==> src/hdl/lpht_pkg.sv <==
// lpht_pkg: shared types, codes and sizes for the linear probing hash table
// used by lpht_ctrl, lpht_dp and linear_probe_hash_table_core, no dependencies
package lpht_pkg;

  localparam int SLOT_COUNT = 11;
  localparam int SLOT_W     = $clog2(SLOT_COUNT);
  localparam int REM_W      = SLOT_W + 1;

  localparam int KEY_W      = 63;
  localparam int WORD_W     = 64;
  localparam int NAME_W     = 4 * WORD_W;

  // key is reduced modulo SLOT_COUNT one byte per cycle
  localparam int CHUNK_W    = 8;
  localparam int CHUNKS     = (KEY_W + CHUNK_W - 1) / CHUNK_W;
  localparam int SHIFT_W    = CHUNKS * CHUNK_W;
  localparam int CHUNK_CW   = $clog2(CHUNKS);

  localparam logic [1:0] OP_INSERT = 2'd0;
  localparam logic [1:0] OP_SEARCH = 2'd1;
  localparam logic [1:0] OP_DELETE = 2'd2;

  localparam logic [1:0] RC_OK      = 2'd0;
  localparam logic [1:0] RC_FULL    = 2'd1;
  localparam logic [1:0] RC_MISSING = 2'd2;
  localparam logic [1:0] RC_INVALID = 2'd3;

  typedef enum logic [1:0] {
    SLOT_EMPTY   = 2'd0,
    SLOT_USED    = 2'd1,
    SLOT_DELETED = 2'd2
  } slot_st_e;

  typedef struct packed {
    logic [1:0]        opcode;
    logic [KEY_W-1:0]  key;
    logic [WORD_W-1:0] name_word0;
    logic [WORD_W-1:0] name_word1;
    logic [WORD_W-1:0] name_word2;
    logic [WORD_W-1:0] name_word3;
  } in_t;

  typedef struct packed {
    logic [1:0]        status;
    logic [WORD_W-1:0] found_word0;
    logic [WORD_W-1:0] found_word1;
    logic [WORD_W-1:0] found_word2;
    logic [WORD_W-1:0] found_word3;
  } out_t;

  typedef struct packed {
    logic       load;
    logic       reduce;
    logic       probe_step;
    logic       ins_write;
    logic       mark_del;
    logic       name_rd;
    logic       finish;
    logic       use_name;
    logic [1:0] rc;
  } cmd_t;

  typedef struct packed {
    logic       bad;
    logic       reduce_last;
    logic       slot_free;
    logic       slot_empty;
    logic       key_match;
    logic       probe_last;
    logic [1:0] opcode;
  } sts_t;

endpackage

==> src/hdl/lpht_ctrl.sv <==
// lpht_ctrl: operation sequencer for the hash table (reduce, probe, read, answer)
// depends on lpht_pkg, drives lpht_dp through cmd_t and reads back sts_t
module lpht_ctrl (
  input  logic          clk_i,
  input  logic          rst_ni,
  input  logic          start,
  output logic          busy,
  input  lpht_pkg::sts_t sts_i,
  output lpht_pkg::cmd_t cmd_o
);

  typedef enum logic [1:0] {
    S_IDLE,
    S_REDUCE,
    S_PROBE,
    S_READ
  } state_e;

  state_e state_q, state_d;

  always_comb begin
    cmd_o   = '0;
    state_d = state_q;
    unique case (state_q)
      S_IDLE: begin
        if (start) begin
          cmd_o.load = 1'b1;
          state_d    = S_REDUCE;
        end
      end
      S_REDUCE: begin
        if (sts_i.bad) begin
          cmd_o.finish = 1'b1;
          cmd_o.rc     = lpht_pkg::RC_INVALID;
          state_d      = S_IDLE;
        end else begin
          cmd_o.reduce = 1'b1;
          if (sts_i.reduce_last) state_d = S_PROBE;
        end
      end
      S_PROBE: begin
        if (sts_i.opcode == lpht_pkg::OP_INSERT) begin
          if (sts_i.slot_free) begin
            cmd_o.ins_write = 1'b1;
            cmd_o.finish    = 1'b1;
            cmd_o.rc        = lpht_pkg::RC_OK;
            state_d         = S_IDLE;
          end else if (sts_i.probe_last) begin
            cmd_o.finish = 1'b1;
            cmd_o.rc     = lpht_pkg::RC_FULL;
            state_d      = S_IDLE;
          end else begin
            cmd_o.probe_step = 1'b1;
          end
        end else begin
          if (sts_i.slot_empty) begin
            cmd_o.finish = 1'b1;
            cmd_o.rc     = lpht_pkg::RC_MISSING;
            state_d      = S_IDLE;
          end else if (sts_i.key_match) begin
            if (sts_i.opcode == lpht_pkg::OP_SEARCH) begin
              cmd_o.name_rd = 1'b1;
              state_d       = S_READ;
            end else begin
              cmd_o.mark_del = 1'b1;
              cmd_o.finish   = 1'b1;
              cmd_o.rc       = lpht_pkg::RC_OK;
              state_d        = S_IDLE;
            end
          end else if (sts_i.probe_last) begin
            cmd_o.finish = 1'b1;
            cmd_o.rc     = lpht_pkg::RC_MISSING;
            state_d      = S_IDLE;
          end else begin
            cmd_o.probe_step = 1'b1;
          end
        end
      end
      S_READ: begin
        // name row read was issued last cycle and is registered now
        cmd_o.finish   = 1'b1;
        cmd_o.use_name = 1'b1;
        cmd_o.rc       = lpht_pkg::RC_OK;
        state_d        = S_IDLE;
      end
      default: state_d = S_IDLE;
    endcase
  end

  always_ff @(posedge clk_i or negedge rst_ni) begin
    if (!rst_ni) begin
      state_q <= S_IDLE;
    end else begin
      state_q <= state_d;
    end
  end

  assign busy = (state_q != S_IDLE);

  a_finish_returns_idle : assert property (@(posedge clk_i) disable iff (!rst_ni)
    cmd_o.finish |=> (state_q == S_IDLE))
    else $error("answer given but sequencer did not return to idle");

  a_no_step_past_last : assert property (@(posedge clk_i) disable iff (!rst_ni)
    cmd_o.probe_step |-> !sts_i.probe_last)
    else $error("probe advanced past the last slot");

  a_single_update : assert property (@(posedge clk_i) disable iff (!rst_ni)
    !(cmd_o.ins_write && cmd_o.mark_del))
    else $error("insert and delete update in the same cycle");

  a_read_then_answer : assert property (@(posedge clk_i) disable iff (!rst_ni)
    cmd_o.name_rd |=> (cmd_o.finish && cmd_o.use_name))
    else $error("name read not followed by a search answer");

endmodule

==> src/hdl/lpht_dp.sv <==
// lpht_dp: hash table datapath: key modulo unit, probe pointer, slot status and
// key arrays, name memory and result register; depends on lpht_pkg
module lpht_dp (
  input  logic           clk_i,
  input  logic           rst_ni,
  input  lpht_pkg::in_t  in_i,
  input  lpht_pkg::cmd_t cmd_i,
  output lpht_pkg::sts_t sts_o,
  output logic           valid_o,
  output lpht_pkg::out_t res_o
);

  lpht_pkg::in_t                      in_q;
  logic [lpht_pkg::SHIFT_W-1:0]       sh_q;
  logic [lpht_pkg::REM_W-1:0]         r_q, r_d;
  logic [lpht_pkg::CHUNK_CW-1:0]      chunk_q;
  logic [lpht_pkg::SLOT_W-1:0]        ptr_q, ptr_nxt;
  logic [lpht_pkg::SLOT_W-1:0]        cnt_q;
  lpht_pkg::slot_st_e                 slot_st_q  [lpht_pkg::SLOT_COUNT];
  logic [lpht_pkg::KEY_W-1:0]         slot_key_q [lpht_pkg::SLOT_COUNT];
  logic [lpht_pkg::NAME_W-1:0]        name_mem   [lpht_pkg::SLOT_COUNT];
  logic [lpht_pkg::NAME_W-1:0]        name_rd_q;
  lpht_pkg::out_t                     res_q;
  logic                               valid_q;
  lpht_pkg::slot_st_e                 cur_st;
  logic                               op_ok;

  // restoring remainder, one key bit per step, one byte per cycle
  always_comb begin
    r_d = r_q;
    for (int b = 0; b < lpht_pkg::CHUNK_W; b++) begin
      r_d = {r_d[lpht_pkg::REM_W-2:0], sh_q[lpht_pkg::SHIFT_W-1-b]};
      if (r_d >= lpht_pkg::REM_W'(lpht_pkg::SLOT_COUNT)) begin
        r_d = r_d - lpht_pkg::REM_W'(lpht_pkg::SLOT_COUNT);
      end
    end
  end

  assign ptr_nxt = (ptr_q == lpht_pkg::SLOT_W'(lpht_pkg::SLOT_COUNT - 1)) ?
                   '0 : ptr_q + lpht_pkg::SLOT_W'(1);
  assign cur_st  = slot_st_q[ptr_q];
  assign op_ok   = (in_q.opcode == lpht_pkg::OP_INSERT) ||
                   (in_q.opcode == lpht_pkg::OP_SEARCH) ||
                   (in_q.opcode == lpht_pkg::OP_DELETE);

  always_comb begin
    sts_o.bad         = (in_q.key == '0) || !op_ok;
    sts_o.reduce_last = (chunk_q == lpht_pkg::CHUNK_CW'(lpht_pkg::CHUNKS - 1));
    sts_o.slot_free   = (cur_st != lpht_pkg::SLOT_USED);
    sts_o.slot_empty  = (cur_st == lpht_pkg::SLOT_EMPTY);
    sts_o.key_match   = (cur_st == lpht_pkg::SLOT_USED) && (slot_key_q[ptr_q] == in_q.key);
    sts_o.probe_last  = (cnt_q == lpht_pkg::SLOT_W'(lpht_pkg::SLOT_COUNT - 1));
    sts_o.opcode      = in_q.opcode;
  end

  // operand and probe registers
  always_ff @(posedge clk_i) begin
    if (cmd_i.load) begin
      in_q    <= in_i;
      sh_q    <= lpht_pkg::SHIFT_W'(in_i.key);
      r_q     <= '0;
      chunk_q <= '0;
    end else if (cmd_i.reduce) begin
      sh_q    <= {sh_q[lpht_pkg::SHIFT_W-lpht_pkg::CHUNK_W-1:0], lpht_pkg::CHUNK_W'(0)};
      r_q     <= r_d;
      chunk_q <= chunk_q + lpht_pkg::CHUNK_CW'(1);
      if (sts_o.reduce_last) begin
        ptr_q <= r_d[lpht_pkg::SLOT_W-1:0];
        cnt_q <= '0;
      end
    end else if (cmd_i.probe_step) begin
      ptr_q <= ptr_nxt;
      cnt_q <= cnt_q + lpht_pkg::SLOT_W'(1);
    end
  end

  // slot status resets to empty, keys only matter behind a used status
  always_ff @(posedge clk_i or negedge rst_ni) begin
    if (!rst_ni) begin
      for (int i = 0; i < lpht_pkg::SLOT_COUNT; i++) begin
        slot_st_q[i] <= lpht_pkg::SLOT_EMPTY;
      end
    end else if (cmd_i.ins_write) begin
      slot_st_q[ptr_q] <= lpht_pkg::SLOT_USED;
    end else if (cmd_i.mark_del) begin
      slot_st_q[ptr_q] <= lpht_pkg::SLOT_DELETED;
    end
  end

  always_ff @(posedge clk_i) begin
    if (cmd_i.ins_write) begin
      slot_key_q[ptr_q] <= in_q.key;
    end
  end

  // name memory, one 256-bit row per slot
  always_ff @(posedge clk_i) begin
    if (cmd_i.ins_write) begin
      name_mem[ptr_q] <= {in_q.name_word3, in_q.name_word2,
                          in_q.name_word1, in_q.name_word0};
    end
    if (cmd_i.name_rd) begin
      name_rd_q <= name_mem[ptr_q];
    end
  end

  always_ff @(posedge clk_i) begin
    if (cmd_i.finish) begin
      res_q.status <= cmd_i.rc;
      if (cmd_i.use_name) begin
        res_q.found_word0 <= name_rd_q[0*lpht_pkg::WORD_W +: lpht_pkg::WORD_W];
        res_q.found_word1 <= name_rd_q[1*lpht_pkg::WORD_W +: lpht_pkg::WORD_W];
        res_q.found_word2 <= name_rd_q[2*lpht_pkg::WORD_W +: lpht_pkg::WORD_W];
        res_q.found_word3 <= name_rd_q[3*lpht_pkg::WORD_W +: lpht_pkg::WORD_W];
      end else begin
        res_q.found_word0 <= '0;
        res_q.found_word1 <= '0;
        res_q.found_word2 <= '0;
        res_q.found_word3 <= '0;
      end
    end
  end

  always_ff @(posedge clk_i or negedge rst_ni) begin
    if (!rst_ni) begin
      valid_q <= 1'b0;
    end else begin
      valid_q <= cmd_i.finish;
    end
  end

  assign valid_o = valid_q;
  assign res_o   = res_q;

endmodule

==> src/hdl/linear_probe_hash_table_core.sv <==
// linear_probe_hash_table_core: 11-slot open addressing table, linear probing.
// a zero key or unused opcode is answered as invalid without probing; else the
// key is reduced modulo one byte per cycle, then up to 11 slots are probed,
// and a search hit adds a name row read before the result.
// one operation at a time; busy drops in the cycle the result strobe shows.
// reset empties every slot at once; results cannot be stalled by the receiver.
module linear_probe_hash_table_core (
  input  logic           clk_i,
  input  logic           rst_ni,
  input  logic           start,
  output logic           busy,
  input  lpht_pkg::in_t  in_i,
  output logic           valid_o,
  output lpht_pkg::out_t res_o
);

  lpht_pkg::cmd_t cmd;
  lpht_pkg::sts_t sts;

  lpht_ctrl u_ctrl (
    .clk_i  (clk_i),
    .rst_ni (rst_ni),
    .start  (start),
    .busy   (busy),
    .sts_i  (sts),
    .cmd_o  (cmd)
  );

  lpht_dp u_dp (
    .clk_i   (clk_i),
    .rst_ni  (rst_ni),
    .in_i    (in_i),
    .cmd_i   (cmd),
    .sts_o   (sts),
    .valid_o (valid_o),
    .res_o   (res_o)
  );

endmodule
==> config.mk <==
export PLATFORM = sky130hd
export DESIGN_NAME = linear_probe_hash_table_core
export DESIGN_NICKNAME = d
export VERILOG_FILES = /design/src/hdl/lpht_pkg.sv /design/src/hdl/lpht_ctrl.sv /design/src/hdl/lpht_dp.sv /design/src/hdl/linear_probe_hash_table_core.sv
export SDC_FILE = /design/constraint.sdc
export NUM_CORES = 2
export LEC_CHECK = 0
export BUFFER_PORTS_ARGS = -buffer_cell sky130_fd_sc_hd__buf_2
export CAP_MARGIN = 5
export CORE_MARGIN = 2
export CORE_UTILIZATION = 55
export DETAILED_ROUTE_END_ITERATION = 8
export GPL_TIMING_DRIVEN = 0
export PLACE_DENSITY = 0.75
export SLEW_MARGIN = 10
export SYNTH_ARGS = -nofsm -noshare
export SYNTH_HDL_FRONTEND = slang
export SYNTH_SLANG_ARGS = --single-unit
==> constraint.sdc <==
create_clock -name clk_i -period 17 [get_ports clk_i]
set_input_delay 1.7 -clock clk_i [delete_from_list [all_inputs] [get_ports clk_i]]
set_output_delay 1.7 -clock clk_i [all_outputs]
set_load 0.05 [all_outputs]
Word-level counts from Yosys, hierarchy flattened. Memory sizes are Yosys's and may differ from the RTL's. A register that Yosys moved wholly into a read port is not among the register bits. Index checks and enable logic that the tools add are counted.

Input port bits: 324. Register bits: 683. Memories kept: 2. RAM bits: 3509. Word-level logic and storage cells: 161. Output and inout port bits: 260.

Muxes and demuxes: 70. Magnitude comparators: 10. Bitwise operators: 8. Reductions and logical operators: 16. Equality and inequality tests: 14. Add/subtract/negate cells: 11.

Memory list: u_dp.name_mem (depth 11, bits a word 256, read ports 1, clocked after Yosys merged registers in 1, wr ports 1, RTL line lpht_dp.sv:21) `logic [lpht_pkg::NAME_W-1:0] name_mem [lpht_pkg::SLOT_COUNT];`; u_dp.slot_key_q (depth 11, bits a word 63, read ports 1, clocked after Yosys merged registers in 1, wr ports 1, RTL line lpht_dp.sv:20) `logic [lpht_pkg::KEY_W-1:0] slot_key_q [lpht_pkg::SLOT_COUNT];`.

Operators with widths (count): $mux 63 (2); $mux 4 (17); $eq 63x63->1 (1); $logic_not 63->1 (1); $mux 22 (2); $mux 2 (21); $ge 5x4->1 const B (8); $sub 4x4->4 const B (8); $mux 1 (23); $and 11x11->11 (2); $not 11->11 (2); $or 11x11->11 (2); $add 4x1->4 const B (2); $bmux 2 s4 (1); $demux 2 s4 (1); $eq 4x4->1 const B (2); $pmux 2 s4 (1); $reduce_bool 2->1 (4); $eq 2x1->1 const B (3); $eq 2x2->1 const B (3); $logic_not 2->1 (3); $ge 5x5->1 const B (1); $lt 5x1->1 const B (1); $not 4->5 (1); 13 further kinds (17).

Logic depth before layout (Yosys ltp).
Word-level depth: 19. Gate-level depth with buffers: 39. Gate-level depth less buffers: 39.

Hierarchy. Synthesis repeated with hierarchy kept, for this count alone.

Cell total of the unflattened synthesis: 7991. Area, all modules: 166946.4 um^2.

By module, submodules not included: lpht_dp (times used 1, seq. area each 133392.9 um^2, area an instance 166578.5 um^2, cells an instance 7944); lpht_ctrl (times used 1, seq. area each 50.0 um^2, area an instance 367.9 um^2, cells an instance 47).

Worst setup path after synthesis. No wires, ideal clock.

Path kind: reg2reg. From: register (tool-made name). To: register u_dp.valid_q (netlist: u_dp.valid_o). Cell stages (with the launch flop): 14. Library setup time: 1.558 ns. Data arrival time: 16.550 ns. Path slack: -1.108 ns. Path through: dfxtp_1 > clkbuf_1 > clkbuf_1 > buf_1 > clkbuf_1 > mux2_2 > mux4_2 > xnor2_1 > nand4_1 > nor4_1 > and4_1 > mux2_2 > o211ai_1 > a31oi_1.

RTL lines: end signal, assigned (RTL line lpht_dp.sv:128) `valid_q <= cmd_i.finish;`; end, declared (RTL line lpht_dp.sv:24) `logic valid_q;`.

==> results.md <==
- Slowest stage cell, crit path: or4_1
- Worst slew pin tran: 1.36 ns
- Post-CTS Resized: 0
- Hold depth: 1
- Crit path setup slack, layout: 7.46 ns
- Worst r2r src: u_dp.r_q[0]
- Worst VDD drop: 0.000629 V
- Setup TNS: 0 ns
- Critical Path RT: 17.82 ns
- Total CTS buffers: 433
- Pleak: 63.6 nW
- Dpl hpwl: 260 mm
- Max Buffers Root-to-Sink: 4
- Max_cap viols: 0
- Core ar.: 303,000 sq um
- Crit path launch type: flip-flop
- R2R Setup Slk: 7.46 ns
- Die H: 555 um
- IO buf count: 583
- P_int: 19.8 mW
- Routed Antenna Nets: 0
- Layout cells sized above 1: 23.1%
- Synth top area share: 79.4%
- RD Place Congestion: 0.836
- Yosys reg bits: 4,452
- Number of synthesized flops with an enable pin: 4,415
- Clock sinks: 4,452
- First-pass GRT wire length: 597 mm
- Crit path depth: 38
- Initial antenna violation count: 37
- Switching share of power: 26.9%
- CP max stage delay: 0.55 ns
- CP max FO: 8
- Mapped Cells: 8,095
- P_sw: 7.31 mW
- Layout area overhead: 15.8%
- Buf/Inv on CP: 4
- Yosys top cell by area: edfxtp_1
- CTS tree: built
- Crit path time final: 9.54 ns
- Outcome: completed
- DR vias/cell: 6.23
- Fmax: 105 MHz
- # hold bufs at CTS: 0
- 1st-iter DRT viols: 12,000
- Dpl ws: 7.82 ns
- WL/cell: 30.6 um
- Grt ovf: 0
- Hold Vio Cnt, Final: 0
- Yosys cell types: 92
- H-tree depth: 5
- Clock power frac: 35.5%
- Via count of the routed design: 85,000
- CTS Root Cell: clkbuf_16
- DRC viols: 0
- Critical path type: flip-flop to flip-flop
- Ys async rst share: 0.562%
- I/O pin cnt: 584
- Rows: 202
- Worst hold-check path type: flip-flop to flip-flop
- Largest net degree at the start of global routing: 86
- CP Capture Type: flip-flop
- Clock Latency Late Sink: 1.02 ns
- Critical path's most frequent cell: ha_1
- Die area: 308,000 sq um
- Vias in the first global route: 86,400
- RSZ-0062 raised after global routing: false
- Comb pwr share: 15.7%
- Sequential area share after synthesis: 79.9%
- Pwr Density: 140 nW/um^2
- Syn_nets: 8,436
- Crit path arrival time: 10.36 ns
- Primary FF master, synth: edfxtp_1
- Layout Nets: 9,628
- Top-count cell post-synth: edfxtp_1
- Syn. warnings: 0
- Endpoints failing setup: 0
- Avg Cell Area, Syn: 20.6 sq um
- Pre-antenna DRT Iters: 8
- Die W: 555 um
- Worst slew margin: 9.64%
- Clock slew at reported path FFs: 0.07 ns
- Register share of total power: 48.9%
- GRT Total Usage: 26.9%
- Top cells by count, synth: 4,415 x edfxtp_1, 713 x nand2_1, 705 x mux4_2
- Max-slew violations: 0
- Cell family with most CP delay: compound AO/OA/AOI/OAI gates
- Crit share post-route: 56.1%
- Total Power: 27.1 mW
- Post-CTS Setup Inserts: 0
- Mapped Area: 167,000 sq um
- Synth top area cells: edfxtp_1 79%, mux4_2 9.5%, mux2i_1 3.1%, o21ai_0 1.6%, nand2_1 1.6%
- Starting Density: 55.2%
- Skew final: 0.115 ns
- WL final: 417 mm
- Reg2reg path depth: 38
==> sequential cells by signal, indices dropped and copies added (netlist names), named ones only <==
name and count:
u_dp.in_q 319, u_dp.slot_key_q 693, u_dp.name_mem 2816, u_dp.chunk_q 3, u_dp.sh_q 64, u_dp.res_o 258, u_dp.valid_o 1, u_dp.ptr_q 4
u_dp.sts_o 2, u_dp.name_rd_q 256, u_dp.r_q 4, u_dp.cnt_q 4, u_ctrl.state_q 2
==> power groups by stage <==
stage / combinational (mW) / sequential [mW] / clock (mW)
global route: 4.54 / 13.3 / 10.1
CTS: 4.16 / 13.2 / 9.71
finish: 4.26 / 13.2 / 9.61
detailed placement: 4.14 / 13.5 / 0
floorplan: 2.93 / 13.6 / 0
global placement: 3.84 / 13.6 / 0
==> cells in the final DEF, fill, tap and decap left out, types with 11 or more instances in the layout <==
cell / instances
clkbuf_16: 435
buf_12: 111
edfxtp_1: 4415
buf_16: 62
clkinv_1: 119
clkinvlp_4: 20
mux4_2: 705
dfrtp_1: 25
and3_1: 11
mux2i_1: 519
clkinv_2: 73
xnor2_1: 67
buf_2: 591
mux2_2: 66
dfxtp_1: 12
inv_1: 28
clkinv_16: 14
ha_1: 17
nand2_1: 712
a21oi_1: 25
clkbuf_2: 30
clkbuf_1: 322
nor2_1: 39
and2_1: 265
nor4_1: 25
nand4_1: 19
diode_2: 17
bufinv_16: 50
nand3_1: 20
buf_1: 112
o21ai_0: 543
==> layout make-up <==
cell class                      count  area (sq um)
Sequential cell                  4452        133000
Fill cell                       19400        109000
Multi-Input combinational cell   3213         32000
Clock buffer                      516         11200
Timing Repair Buffer              757          6860
Tap cell                         3978          4980
Clock inverter                    291          3090
Buffer                            396          1550
Inverter                           34           158
Antenna cell                       17          42.5
==> routing by layer <==
layer	vias up	wire (um)	track usage (%)
li1	35000	-	-
met1	44100	156000	36.9
met2	5151	198000	42.1
met3	813	42500	5.57
met4	10	20200	12.1
met5	-	70	0
==> worst reg2reg max path: cells and delay by family, from the launching register on <==
kind / cells / cell delay, ns
AOI/OAI and AO/OA: 17 / 4.60
adders and majority gates: 8 / 2.10
and+or+nand+nor: 9 / 2.08
DFF: 1 / 0.32
buffers and inverters: 4 / 0.30
==> cells by family after synthesis <==
kind of cell	Yosys count	share of synthesized area, %
AO/OA/AOI/OAI	687	2.37
XOR/XNOR	71	0.372
adder cells (fa/ha/maj)	17	0.127
buffers and inverters	430	0.977
flip-flops	4452	79.9
multiplexers	1292	13.1
AND/OR/NAND/NOR	1146	3.16
==> metrics by stage <==
stage | hold slack, ns | utilization [%] | cell area (sq um) | cells
6_report | 0.503 | 63.9 | 193000 | 13700
5_1_grt | 0.509 | 63.9 | 193000 | 13600
4_1_cts | 0.495 | 63.9 | 193000 | 13600
3_5_place_dp | 0.481 | 59.2 | 179000 | 12800
3_3_place_gp | 0.464 | 57.8 | 175000 | 12700
2_1_floorplan | 0.446 | - | 167000 | 8095
==> how the worst max path moves through the flow <==
stage | slack [ns] | to | from
after floorplan | 0.77 | u_dp.name_mem[7][0] | u_dp.ptr_q[0]
after global placement | -19.98 | u_dp.name_mem[3][138] | u_dp.ptr_q[1]
after detailed placement | 7.82 | flip-flop | u_dp.r_q[0]
after CTS | 7.68 | flip-flop | u_dp.r_q[0]
after global routing | 6.81 | flip-flop | u_dp.r_q[0]
final | 7.46 | flip-flop | u_dp.r_q[0]
No activity file was read; power rests on OpenSTA's default activity.
